$ cat src/hw/rtl/sth_pkg.sv
// ----------------------------------------------------------------------------
// sth_pkg: shared constants for the single-to-half converter
// Field widths and magnitude thresholds of the binary32 to binary16 path.
// ----------------------------------------------------------------------------
`default_nettype none
package sth_pkg;
    localparam int SGL_W = 32;
    localparam int HLF_W = 16;
    localparam logic [30:0] MAG_INF         = 31'h7F800000;
    localparam logic [30:0] MAG_OVERFLOW    = 31'h47800000;
    localparam logic [30:0] MAG_MIN_NORMAL  = 31'h38800000;
    localparam logic [30:0] MAG_MIN_SUBNORM = 31'h33000000;
    localparam logic [7:0]  BIAS_GAP        = 8'd112;
    localparam logic [7:0]  SUB_SHIFT_BASE  = 8'd125;
    localparam int PIPE_DEPTH = 3;

    typedef enum logic [4:0] {
        CLS_NAN  = 5'b00001,
        CLS_INF  = 5'b00010,
        CLS_NORM = 5'b00100,
        CLS_SUB  = 5'b01000,
        CLS_ZERO = 5'b10000
    } cls_t;
endpackage
`default_nettype wire

$ cat src/hw/rtl/single_to_half_convert_top.sv
// ----------------------------------------------------------------------------
// single_to_half_convert_top: binary32 to binary16 converter
// Three-stage pipeline: classify, align, round and pack.
// ----------------------------------------------------------------------------
// A request is taken at every edge where start is high; busy is always low,
// so one value enters each cycle. Each result appears on half_bits for
// exactly one cycle with done high, in request order. Each request passes
// through the three register stages of the pipeline, in order: classify,
// alignment with guard and sticky, then round and final pack. Rounding is to
// nearest, ties to even; NaNs keep sign, quiet bit and low payload; overflow
// goes to infinity and magnitudes below 2^-25 flush to signed zero.
`default_nettype none
module single_to_half_convert_top (
    input  wire logic                      clk,
    input  wire logic                      rst_n,
    input  wire logic                      start,
    output logic                           busy,
    input  wire logic [sth_pkg::SGL_W-1:0] single_bits,
    output logic                           done,
    output logic [sth_pkg::HLF_W-1:0]      half_bits
);
    import sth_pkg::*;

    // stage 1: classify
    logic        vld1_reg;
    logic        sgn1_reg;
    cls_t        cls1_reg;
    logic [30:0] mag1_reg;
    cls_t        cls1_next;
    logic [30:0] mag_in;

    // stage 2: aligned value with guard and sticky
    logic        vld2_reg;
    logic        sgn2_reg;
    cls_t        cls2_reg;
    logic [14:0] v2_reg, v2_next;
    logic        g2_reg, g2_next;
    logic        s2_reg, s2_next;
    logic [9:0]  nan2_reg, nan2_next;

    // stage 3: output
    logic        vld3_reg;
    logic [15:0] res3_reg, res3_next;

    logic [7:0]  exp1;
    logic [4:0]  sh;
    logic [23:0] full;
    logic [23:0] smask;
    logic [15:0] rounded;

    assign busy   = 1'b0;
    assign mag_in = single_bits[30:0];

    always_comb
    begin
        if (mag_in > MAG_INF)              cls1_next = CLS_NAN;
        else if (mag_in >= MAG_OVERFLOW)   cls1_next = CLS_INF;
        else if (mag_in >= MAG_MIN_NORMAL) cls1_next = CLS_NORM;
        else if (mag_in >= MAG_MIN_SUBNORM) cls1_next = CLS_SUB;
        else                               cls1_next = CLS_ZERO;
    end

    // Align: normal drops 13 bits; subnormal shifts by 126 - exponent (14..24).
    always_comb
    begin
        exp1  = mag1_reg[30:23];
        sh    = 5'(SUB_SHIFT_BASE - exp1);
        full  = {1'b1, mag1_reg[22:0]};
        smask = (24'd1 << sh) - 24'd1;
        nan2_next = {mag1_reg[22], mag1_reg[8:0]};
        if (nan2_next == 10'd0)
            nan2_next = 10'd1;
        v2_next = '0;
        g2_next = 1'b0;
        s2_next = 1'b0;
        case (cls1_reg)
            CLS_NORM:
            begin
                v2_next = {5'(exp1 - BIAS_GAP), mag1_reg[22:13]};
                g2_next = mag1_reg[12];
                s2_next = |mag1_reg[11:0];
            end
            CLS_SUB:
            begin
                v2_next = 15'(full >> (sh + 5'd1));
                g2_next = full[sh];
                s2_next = |(full & smask);
            end
            default:
            begin
            end
        endcase
    end

    // Round to nearest even and pack; a carry out of the mantissa bumps the
    // exponent, which reaches infinity naturally.
    always_comb
    begin
        rounded = {1'b0, v2_reg} + 16'(g2_reg & (s2_reg | v2_reg[0]));
        case (cls2_reg)
            CLS_NAN:  res3_next = {sgn2_reg, 5'h1F, nan2_reg};
            CLS_INF:  res3_next = {sgn2_reg, 5'h1F, 10'd0};
            CLS_NORM, CLS_SUB: res3_next = {sgn2_reg, rounded[14:0]};
            default:  res3_next = {sgn2_reg, 15'd0};
        endcase
    end

    // Advance valid bits every cycle; the receiver never stalls.
    always_ff @(posedge clk or negedge rst_n)
    begin
        if (!rst_n)
        begin
            vld1_reg <= 1'b0;
            vld2_reg <= 1'b0;
            vld3_reg <= 1'b0;
        end
        else
        begin
            vld1_reg <= start;
            vld2_reg <= vld1_reg;
            vld3_reg <= vld2_reg;
        end
    end

    always_ff @(posedge clk)
    begin
        sgn1_reg <= single_bits[31];
        cls1_reg <= cls1_next;
        mag1_reg <= mag_in;
        sgn2_reg <= sgn1_reg;
        cls2_reg <= cls1_reg;
        v2_reg   <= v2_next;
        g2_reg   <= g2_next;
        s2_reg   <= s2_next;
        nan2_reg <= nan2_next;
        res3_reg <= res3_next;
    end

    assign done      = vld3_reg;
    assign half_bits = res3_reg;

    a_latency: assert property (@(posedge clk) disable iff (!rst_n)
        start |-> ##3 done) else $error("result lost");
    a_no_extra: assert property (@(posedge clk) disable iff (!rst_n)
        done |-> $past(start, 3)) else $error("result invented");
    a_nan_out: assert property (@(posedge clk) disable iff (!rst_n)
        (vld2_reg && cls2_reg == CLS_NAN) |=> (res3_reg[14:10] == 5'h1F
        && res3_reg[9:0] != 10'd0)) else $error("NaN lost");
    a_zero_out: assert property (@(posedge clk) disable iff (!rst_n)
        (vld2_reg && cls2_reg == CLS_ZERO) |=> res3_reg[14:0] == 15'd0)
        else $error("flush to zero broken");
endmodule
`default_nettype wire
$ cat config.mk
export PLATFORM = sky130hd
export DESIGN_NAME = single_to_half_convert_top
export DESIGN_NICKNAME = d
export VERILOG_FILES = /design/src/hw/rtl/sth_pkg.sv /design/src/hw/rtl/single_to_half_convert_top.sv
export SDC_FILE = /design/constraint.sdc
export NUM_CORES = 1
export LEC_CHECK = 0
export BUFFER_PORTS_ARGS = -buffer_cell sky130_fd_sc_hd__buf_2
export CORE_MARGIN = 5
export CORE_UTILIZATION = 25
export CTS_BUF_LIST = sky130_fd_sc_hd__clkbuf_4 sky130_fd_sc_hd__clkbuf_8
export DETAILED_ROUTE_END_ITERATION = 10
export HOLD_SLACK_MARGIN = 0.1
export MAX_ROUTING_LAYER = met4
export PLACE_DENSITY_LB_ADDON = 0.2
export SKIP_CTS_REPAIR_TIMING = 1
export SKIP_LAST_GASP = 1
export SLEW_MARGIN = 10
export SYNTH_ARGS = -nofsm -noshare
export SYNTH_HDL_FRONTEND = slang
export SYNTH_SLANG_ARGS = --single-unit
$ cat constraint.sdc
create_clock -name clk -period 3.77 [get_ports clk]
set_clock_uncertainty 0.15 [all_clocks]
set_input_delay 0.1885 -clock clk [delete_from_list [all_inputs] [get_ports clk]]
set_output_delay 0.1885 -clock clk [all_outputs]
set_load 0.05 [all_outputs]
==> metrics.txt, run 1 <==
Worst EP arrival approximately 3.7 ns; Layout fillers around 2,000; overall routing resource usage about 16%; hold_ws 0.183 ns; synth unique cells slightly below 80; drt pass-1 iters 5; Primary FF master, synth dfxtp_1; Critical path origin mag1_reg[25]; count leader, synth dfxtp_1; FF+latch count, synth 86; vias in the first global route around 4,500; clock buffer depth 2; CP Launch Type flop; Worst-Skew Late Latency about 0.36 ns; number of flops mapped to enable cells by yosys 0; Syn Inst Count between 500 and 600; CP Capture Type flop; Congestion Overflow GR 0; YS warnings 0; Worst Path Required 3.85 ns; Layout Nets approximately 700; H-tree levels 3; Slew HR between 30% and 40%; final HPWL from detailed placement 13,800 um; Synth area leader dfxtp_1; syn nets 617; setup TNS 0 ns; Synth area leaders dfxtp_1 (33%), mux4_2 (6.8%), o21ai_0 (4.7%); crit path time final between 3 and 4 ns; GP Congestion between 0.9 and 1; critical path type reg -> reg; Worst VDD drop around 0.17 mV; CTS Buf Count 9; chip width 151 um; critical path fanouts, max 8; n_diodes 0; Worst Tran Pin Value approximately 0.95 ns; DIE HEIGHT 151 um; static leakage ~2.4 nW; hold wc startpoint sgn1_reg; Hold Fails Final Rpt 0; syn avg cell area 8.76 um^2; final setup fails 0; Buffers on Ports between 50 and 60; global-route wire length before repair 26,900 um; PwrDens between 300 and 400 nW/um^2; largest net degree at the start of global routing 33; Synth Cell Area roughly 5000 um^2; Std-Cell Rows just over 50; worst r2r src mag1_reg[25]; final slew viol count 0; Post-synth ARST share under 10%; CTS sink count 86; fmax around 280 MHz; DRC 0; layout cell share with drive strength beyond 1 between 20% and 30%; initial antenna violation count 0; post-route clock period utilization a little over nine tenths; storage element area approximately 1700 um^2; top cell type's share of synthesized area between 30% and 40%; CTS tree yes; drt via density approximately 5.1; die area ~23,000 um^2; Hold Crit Class reg -> reg; violation count after the first detailed-route iteration between 400 and 500; Antenna Nets Post-Route 0; area taken by multi-input logic gates 3000 um^2; wirelength, routed 17,800 um; Vias about 4,700; top cells by count, synth dfxtp_1 (83), nand2_1 (62), o21ai_0 (47); status finished, final reports clean; initial core utilization approximately a quarter; Largest register FFs 28; root buffer cell clkbuf_8; Core ar. 19,600 um^2; wire per inst ~19 um; RSZ-0062 raised after global routing false; Seq/Total Area, Yosys 34.7%; Max-Cap Viols 0; CTS clock-pin slew for the worst setup and hold paths 0.09 ns; io pins between 50 and 60; Area growth syn-to-layout 22.9%
-- cells by family (layout without fill, tap and decap cells) --
group / count (synthesis) / count (layout) / share of synthesized area [%]
other: 1 / 1 / 0.0750
adder cells (fa/ha/maj): 11 / 11 / 2.75
buffers and inverters: 61 / 147 / 5.33
AO/OA/AOI/OAI: 147 / 147 / 20.5
flip-flops: 86 / 86 / 34.7
multiplexers: 40 / 40 / 11.9
XOR/XNOR: 27 / 27 / 4.73
AND/OR/NAND/NOR: 198 / 198 / 20.0
-- path summary, 6_finish.rpt --
check,end,slack [ns],cells past startpoint
max in group asynchronous,vld1_reg,2.78,3
min reg2reg,sgn2_reg,0.18,0
max reg2reg,s2_reg,0.20,13
min in group asynchronous,vld2_reg,0.54,3
min,sgn2_reg,0.18,0
max,s2_reg,0.20,13
-- layout make-up --
type                            instances  share of cell area, %
Clock inverter                          7                  0.936
Timing Repair Buffer                  117                   13.7
Inverter                               14                  0.855
Sequential cell                        86                   28.3
Tap cell                              265                   5.39
Multi-Input combinational cell        424                   48.8
Clock buffer                            9                   2.02
-- power by group --
group	internal, mW	total [mW]	switching [mW]
Combinational	0.252	0.597	0.344
Sequential	0.948	0.997	0.0492
Clock	0.248	0.601	0.353
-- layout by cell type (no fill, tap or decap), types with 20 or more instances in the layout --
| master | synthesis | final |
|---|---|---|
| dfxtp_1 | 83 | 79 |
| nand2_1 | 62 | 62 |
| buf_2 | 9 | 51 |
| o21ai_0 | 47 | 47 |
| nor2_1 | 38 | 38 |
| dlygate4sd3_1 | 0 | 36 |
| buf_4 | 3 | 30 |
| a21oi_1 | 25 | 25 |
| mux2i_1 | 21 | 21 |
| nand3_1 | 20 | 20 |
-- worst max-delay path, stage by stage (launching register included) --
cell      delay, ns
dfxtp_2        0.43
and2_1         0.24
o22ai_4        0.12
mux2i_2        0.20
nand2b_1       0.16
ha_1           0.31
nand4b_1       0.19
mux2i_1        0.11
a22oi_1        0.18
nand4_1        0.14
or4_1          0.56
nor4_1         0.27
and4_1         0.24
a41oi_1        0.12
-- stage by stage --
stage / instance area (um^2) / instances / utilization, % / power (mW) / setup WS (ns)
finish: 6150 / 922 / 31.4 / 2.19 / 0.195
floorplan: 5000 / 571 / - / 1.39 / 0.0826
global placement: 5600 / 870 / 28.6 / 1.58 / 0.248
global route: 6150 / 922 / 31.4 / 2.31 / 0.0263
detailed placement: 5600 / 870 / 28.6 / 1.57 / 0.145
CTS: 5780 / 886 / 29.5 / 2.17 / 0.123
-- per-layer routing --
layer | wire length (um) | up-vias | part of all wire [%] | track usage, %
met2 | 8200 | 212 | 46 | 24.2
met5 | 0 | - | 0 | -
li1 | - | 2245 | - | -
met3 | 1430 | 30 | 8.0 | 3.60
met1 | 7880 | 2255 | 44 | 21.6
met4 | 339 | 0 | 1.9 | 3.35
(Power assumes the default switching activity.)
==> run 2, diff against run 1 <==
--- a/config.mk
+++ b/config.mk
@@ -7,7 +7,7 @@
 export LEC_CHECK = 0
 export BUFFER_PORTS_ARGS = -buffer_cell sky130_fd_sc_hd__buf_2
 export CORE_MARGIN = 5
-export CORE_UTILIZATION = 25
+export CORE_UTILIZATION = 55
 export CTS_BUF_LIST = sky130_fd_sc_hd__clkbuf_4 sky130_fd_sc_hd__clkbuf_8
 export DETAILED_ROUTE_END_ITERATION = 10
 export HOLD_SLACK_MARGIN = 0.1
==> metrics.txt, run 2 (synthesized netlist as in run 1, its figures left out) <==
overall routing resource usage 28.3% (was 15.9%); Worst Path Required 3.84 ns (was 3.85 ns); root buffer cell clkbuf_8 (unchanged); storage element area 1740 um^2 (about the same); fmax 274 MHz (was 280 MHz); CTS sink count 86 (unchanged); die area 11,100 um^2 (was 22,900 um^2); drt pass-1 iters 5 (unchanged); clock network power share 30.5% (was 27.4%); GP Congestion 0.958 (was 0.928); violation count after the first detailed-route iteration 555 (was 421); CTS Buf Count 9 (unchanged); clock buffer depth 2 (unchanged); vias in the first global route 4,400 (was 4,480); Congestion Overflow GR 0 (unchanged); area taken by multi-input logic gates 3000 um^2 (about the same); wire per inst 20.7 um (was 19.4 um); wirelength, routed 15,700 um (was 17,800 um); Post-Layout Cell Count 759 (was 922); DRC 0 (unchanged); Worst EP arrival 3.72 ns (was 3.65 ns); switching power total 0.735 mW (was 0.746 mW); CP Capture Type flop (unchanged); Max-Cap Viols 0 (unchanged); CTS tree yes (unchanged); H-tree levels 3 (unchanged); Vias 4,782 (was 4,742); Layout fillers 728 (was 2,060); Std-Cell Rows 34 (was 51); hold_ws 0.190 ns (was 0.183 ns); setup TNS 0 ns (unchanged); DIE HEIGHT 105 um (was 151 um); Antenna Nets Post-Route 0 (unchanged); final setup fails 0 (unchanged); most frequent cells in the layout dfxtp_1 (82), nand2_1 (62), buf_2 (51) (was dfxtp_1 (79), nand2_1 (62), buf_2 (51)); Hold Crit Class reg -> reg (unchanged); Buffers on Ports 51 (unchanged); chip width 105 um (was 151 um); PwrDens 381 nW/um^2 (was 357 nW/um^2); Area growth syn-to-layout 18.7% (was 22.9%); Slew HR 49.6% (was 36.1%); commonest non-fill, non-tap cell in the layout dfxtp_1 (unchanged); worst path bufs/invs 0 (unchanged); Sw Share 32.5% (was 34.0%); logic gate share of total power 25.0% (was 27.2%); critical path type reg -> reg (unchanged); drt via density 6.30 (was 5.14); final core utilization 67.4% (was 31.4%); final slew viol count 0 (unchanged); RSZ-0062 raised after global routing false (unchanged); largest net degree at the start of global routing 33 (unchanged); Core ar. 8810 um^2 (was 19,600 um^2); crit path time final 3.66 ns (was 3.57 ns); part of the power in registers 44.4% (was 45.4%); initial antenna violation count 0 (unchanged); initial core utilization 56.8% (was 25.5%); static leakage 2.40 nW (was 2.41 nW); layout cell share with drive strength beyond 1 19.4% (was 20.4%); Worst Tran Pin Value 0.754 ns (was 0.952 ns); Largest register FFs 28 (unchanged); Placed Cells 707 (was 870); post-route clock period utilization 97.0% (was 94.8%); CTS clock-pin slew for the worst setup and hold paths 0.09 ns (about the same); Int Power 1.53 mW (was 1.45 mW); CP Launch Type flop (unchanged); final HPWL from detailed placement 11,100 um (was 13,800 um); critical path fanouts, max 9 (was 8); CP Cell Sequence and2_1 -> o22ai_4 -> mux2i_2 -> nand2b_1 -> ha_2 -> nand4b_1 -> mux2i_1 -> a22oi_1 -> nand4_1 -> or4_1 -> nor4_1 -> and4_1 -> a41oi_1 (was and2_1 -> o22ai_4 -> mux2i_2 -> nand2b_1 -> ha_1 -> nand4b_1 -> mux2i_1 -> a22oi_1 -> nand4_1 -> or4_1 -> nor4_1 -> and4_1 -> a41oi_1); status finished, final reports clean (unchanged); io pins 53 (unchanged); Layout Nets 692 (was 698); Hold Fails Final Rpt 0 (unchanged); delay-heaviest family, CP simple AND/OR/NAND/NOR gates (unchanged); n_diodes 0 (unchanged); Worst VDD drop 0.375 mV (was 0.169 mV); global-route wire length before repair 23,900 um (was 26,900 um); CP max-delay cell or4_1 (unchanged); Worst-Skew Late Latency 0.36 ns (about the same); Critical Path Max Stage Delay 0.55 ns (was 0.56 ns)
==> run 2: cell count changes in the layout (fill, tap and decap cells not counted), sizes merged <==
cell	before	now
clkinv	3	2
clkbuf	9	10
buf	81	75
bufinv	0	1
clkinvlp	2	1
==> run 2: routing by layer <==
| metal | wire length [um] | up-vias | GRT usage, % |
|---|---|---|---|
| met2 | 6890 | 296 | 40.4 |
| met1 | 6690 | 2216 | 38.9 |
| li1 | - | 2233 | - |
| met4 | 517 | 0 | 10.4 |
| met5 | 0 | - | - |
| met3 | 1610 | 37 | 6.85 |
==> run 2: stage by stage <==
stage                     setup WS [ns]  power [mW]  cell area, um^2
final                             0.114        2.26             5940
after global routing             0.0375        2.37             5940
after CTS                        0.0906        2.23             5570
after detailed placement          0.103        1.54             5360
after global placement            0.236        1.54             5360
after floorplan                  0.0826        1.39             5000
==> run 2: power groups by stage <==
stage / combinational [mW] / clock (mW) / sequential, mW
floorplan: 0.380 / 0 / 1.01
global placement: 0.523 / 0 / 1.02
detailed placement: 0.521 / 0 / 1.02
CTS: 0.524 / 0.705 / 1.00
global route: 0.610 / 0.749 / 1.01
finish: 0.567 / 0.691 / 1.01
==> run 2: area by class of cell <==
cell class | count | area share (%)
inverters | 14 | 0.885
flip-flops and latches | 86 | 29.3
well taps | 108 | 2.28
clock inverters | 6 | 1.26
clock buffers | 10 | 2.32
multi-input cells | 424 | 50.6
repair buffers | 111 | 13.4
==> run 2: worst paths after layout <==
check	from	endpoint	slack [ns]	cells after the start
worst max-delay path	mag1_reg[25]	s2_reg	0.11	13
worst min-delay path	sgn1_reg	sgn2_reg	0.19	0
worst max register to register	mag1_reg[25]	s2_reg	0.11	13
worst min register to register	sgn1_reg	sgn2_reg	0.19	0
max in group asynchronous	rst_n	vld1_reg	2.77	3
min in group asynchronous	rst_n	done	0.56	3
==> run 3, diff against run 2 <==
--- a/config.mk
+++ b/config.mk
@@ -11,11 +11,10 @@
 export CTS_BUF_LIST = sky130_fd_sc_hd__clkbuf_4 sky130_fd_sc_hd__clkbuf_8
 export DETAILED_ROUTE_END_ITERATION = 10
 export HOLD_SLACK_MARGIN = 0.1
-export MAX_ROUTING_LAYER = met4
 export PLACE_DENSITY_LB_ADDON = 0.2
 export SKIP_CTS_REPAIR_TIMING = 1
 export SKIP_LAST_GASP = 1
-export SLEW_MARGIN = 10
+export SLEW_MARGIN = 20
 export SYNTH_ARGS = -nofsm -noshare
 export SYNTH_HDL_FRONTEND = slang
 export SYNTH_SLANG_ARGS = --single-unit
==> constraint.sdc (replaced) <==
create_clock -name clk -period 4.5 [get_ports clk]
set_clock_uncertainty 0.15 [all_clocks]
set_input_delay 0.225 -clock clk [delete_from_list [all_inputs] [get_ports clk]]
set_output_delay 0.225 -clock clk [all_outputs]
set_load 0.05 [all_outputs]
==> metrics.txt, run 3 (synthesized netlist as in run 1, its figures left out) <==
status finished, final reports clean (unchanged); Std-Cell Rows 34 (unchanged); clock buffer depth 2 (unchanged); most frequent cells in the layout dfxtp_1 (83), nand2_1 (62), buf_2 (51) (was dfxtp_1 (82), nand2_1 (62), buf_2 (51)); worst setup margin 0.436 ns (was 0.114 ns); CP Capture Type flop (unchanged); Area growth syn-to-layout 17.6% (was 18.7%); chip width 105 um (unchanged); Layout Nets 687 (was 692); critical path fanouts, max 12 (was 9); CTS tree yes (unchanged); PwrDens 316 nW/um^2 (was 381 nW/um^2); Max-Cap Viols 0 (unchanged); die area 11,100 um^2 (unchanged); initial core utilization 56.8% (unchanged); crit path time final 4.06 ns (was 3.66 ns); drt pass-1 iters 5 (unchanged); setup TNS 0 ns (unchanged); wirelength, routed 16,100 um (was 15,700 um); CP Launch Type flop (unchanged); Core ar. 8810 um^2 (unchanged); Vias 4,818 (was 4,782); Congestion Overflow GR 0 (unchanged); final setup fails 0 (unchanged); static leakage 2.37 nW (was 2.40 nW); violation count after the first detailed-route iteration 569 (was 555); Hold Fails Final Rpt 0 (unchanged); overall routing resource usage 27.2% (was 28.3%); largest net degree at the start of global routing 33 (unchanged); hold_ws 0.108 ns (was 0.190 ns); DRC 0 (unchanged); Worst Tran Pin Value 0.821 ns (was 0.754 ns); H-tree levels 3 (unchanged); DIE HEIGHT 105 um (unchanged); wire per inst 21.3 um (was 20.7 um); Worst EP arrival 4.15 ns (was 3.72 ns); total power 1.86 mW (was 2.26 mW); n_diodes 0 (unchanged); Hold Crit Class in -> reg (was reg -> reg); GP Congestion 0.940 (was 0.958); CTS clock-pin slew for the worst setup and hold paths 0.09 ns (about the same); fmax 246 MHz (was 274 MHz); Antenna Nets Post-Route 0 (unchanged); Buffers on Ports 51 (unchanged); RSZ-0062 raised after global routing false (unchanged); Worst Path Required 4.59 ns (was 3.84 ns); Largest register FFs 28 (unchanged); critical path type reg -> reg (unchanged); initial antenna violation count 1 (was 0); final core utilization 66.8% (was 67.4%); layout cell share with drive strength beyond 1 18.3% (was 19.4%); CTS sink count 86 (unchanged); Slew HR 45.1% (was 49.6%); CTS Buf Count 9 (unchanged); root buffer cell clkbuf_8 (unchanged); vias in the first global route 4,309 (was 4,400); commonest non-fill, non-tap cell in the layout dfxtp_1 (unchanged); final HPWL from detailed placement 11,000 um (was 11,100 um); final slew viol count 0 (unchanged); Worst-Skew Late Latency 0.37 ns (was 0.36 ns); post-route clock period utilization 90.3% (was 97.0%); dpl ws 0.536 ns (was 0.103 ns); drt via density 6.39 (was 6.30); io pins 53 (unchanged); Worst VDD drop 0.220 mV (was 0.375 mV); global-route wire length before repair 23,600 um (was 23,900 um)
run 3: report_power, final:
group	switching (mW)	internal (mW)	leakage, nW
Clock	0.321	0.219	0.102
Combinational	0.273	0.204	1.55
Sequential	0.0475	0.794	0.723
run 3: worst paths after layout:
path | from | end | slack, ns | cells past startpoint
worst max-delay path | mag1_reg[24] | s2_reg | 0.44 | 13
worst min-delay path | single_bits[28] | cls1_reg[2] | 0.11 | 4
worst max register to register | mag1_reg[24] | s2_reg | 0.44 | 13
worst min register to register | sgn1_reg | sgn2_reg | 0.18 | 0
max in group asynchronous | rst_n | vld1_reg | 3.47 | 3
min in group asynchronous | rst_n | done | 0.59 | 3
run 3: final cells by class:
cell class,instances,area [um^2]
multi-input cells,424,3000
fillers,715,2920
flip-flops and latches,86,1740
repair buffers,106,761
well taps,108,135
clock buffers,9,124
clock inverters,7,76.3
inverters,14,52.6
run 3: layer usage:
| metal | wire, um | global-route usage, % | up-vias |
|---|---|---|---|
| li1 | - | - | 2219 |
| met1 | 6620 | 38.3 | 2256 |
| met2 | 7250 | 40.8 | 291 |
| met3 | 1680 | 6.30 | 52 |
| met4 | 501 | 10.0 | 0 |
| met5 | 0 | 0 | - |
run 3: critical path: stages, from the launching register on:
cell	delay [ns]
dfxtp_1	0.61
and2_1	0.26
o22ai_4	0.12
mux2i_2	0.53
nand2b_1	0.22
ha_1	0.37
nand4b_1	0.20
mux2i_1	0.09
a22oi_1	0.14
nand4_1	0.10
or4_1	0.56
nor4_1	0.25
and4_1	0.21
a41oi_1	0.12
run 3: metrics by stage:
stage	area, um^2	cells
floorplan	5000	571
CTS	5510	717
global route	5880	754
detailed placement	5310	701
finish	5880	754
global placement	5310	701
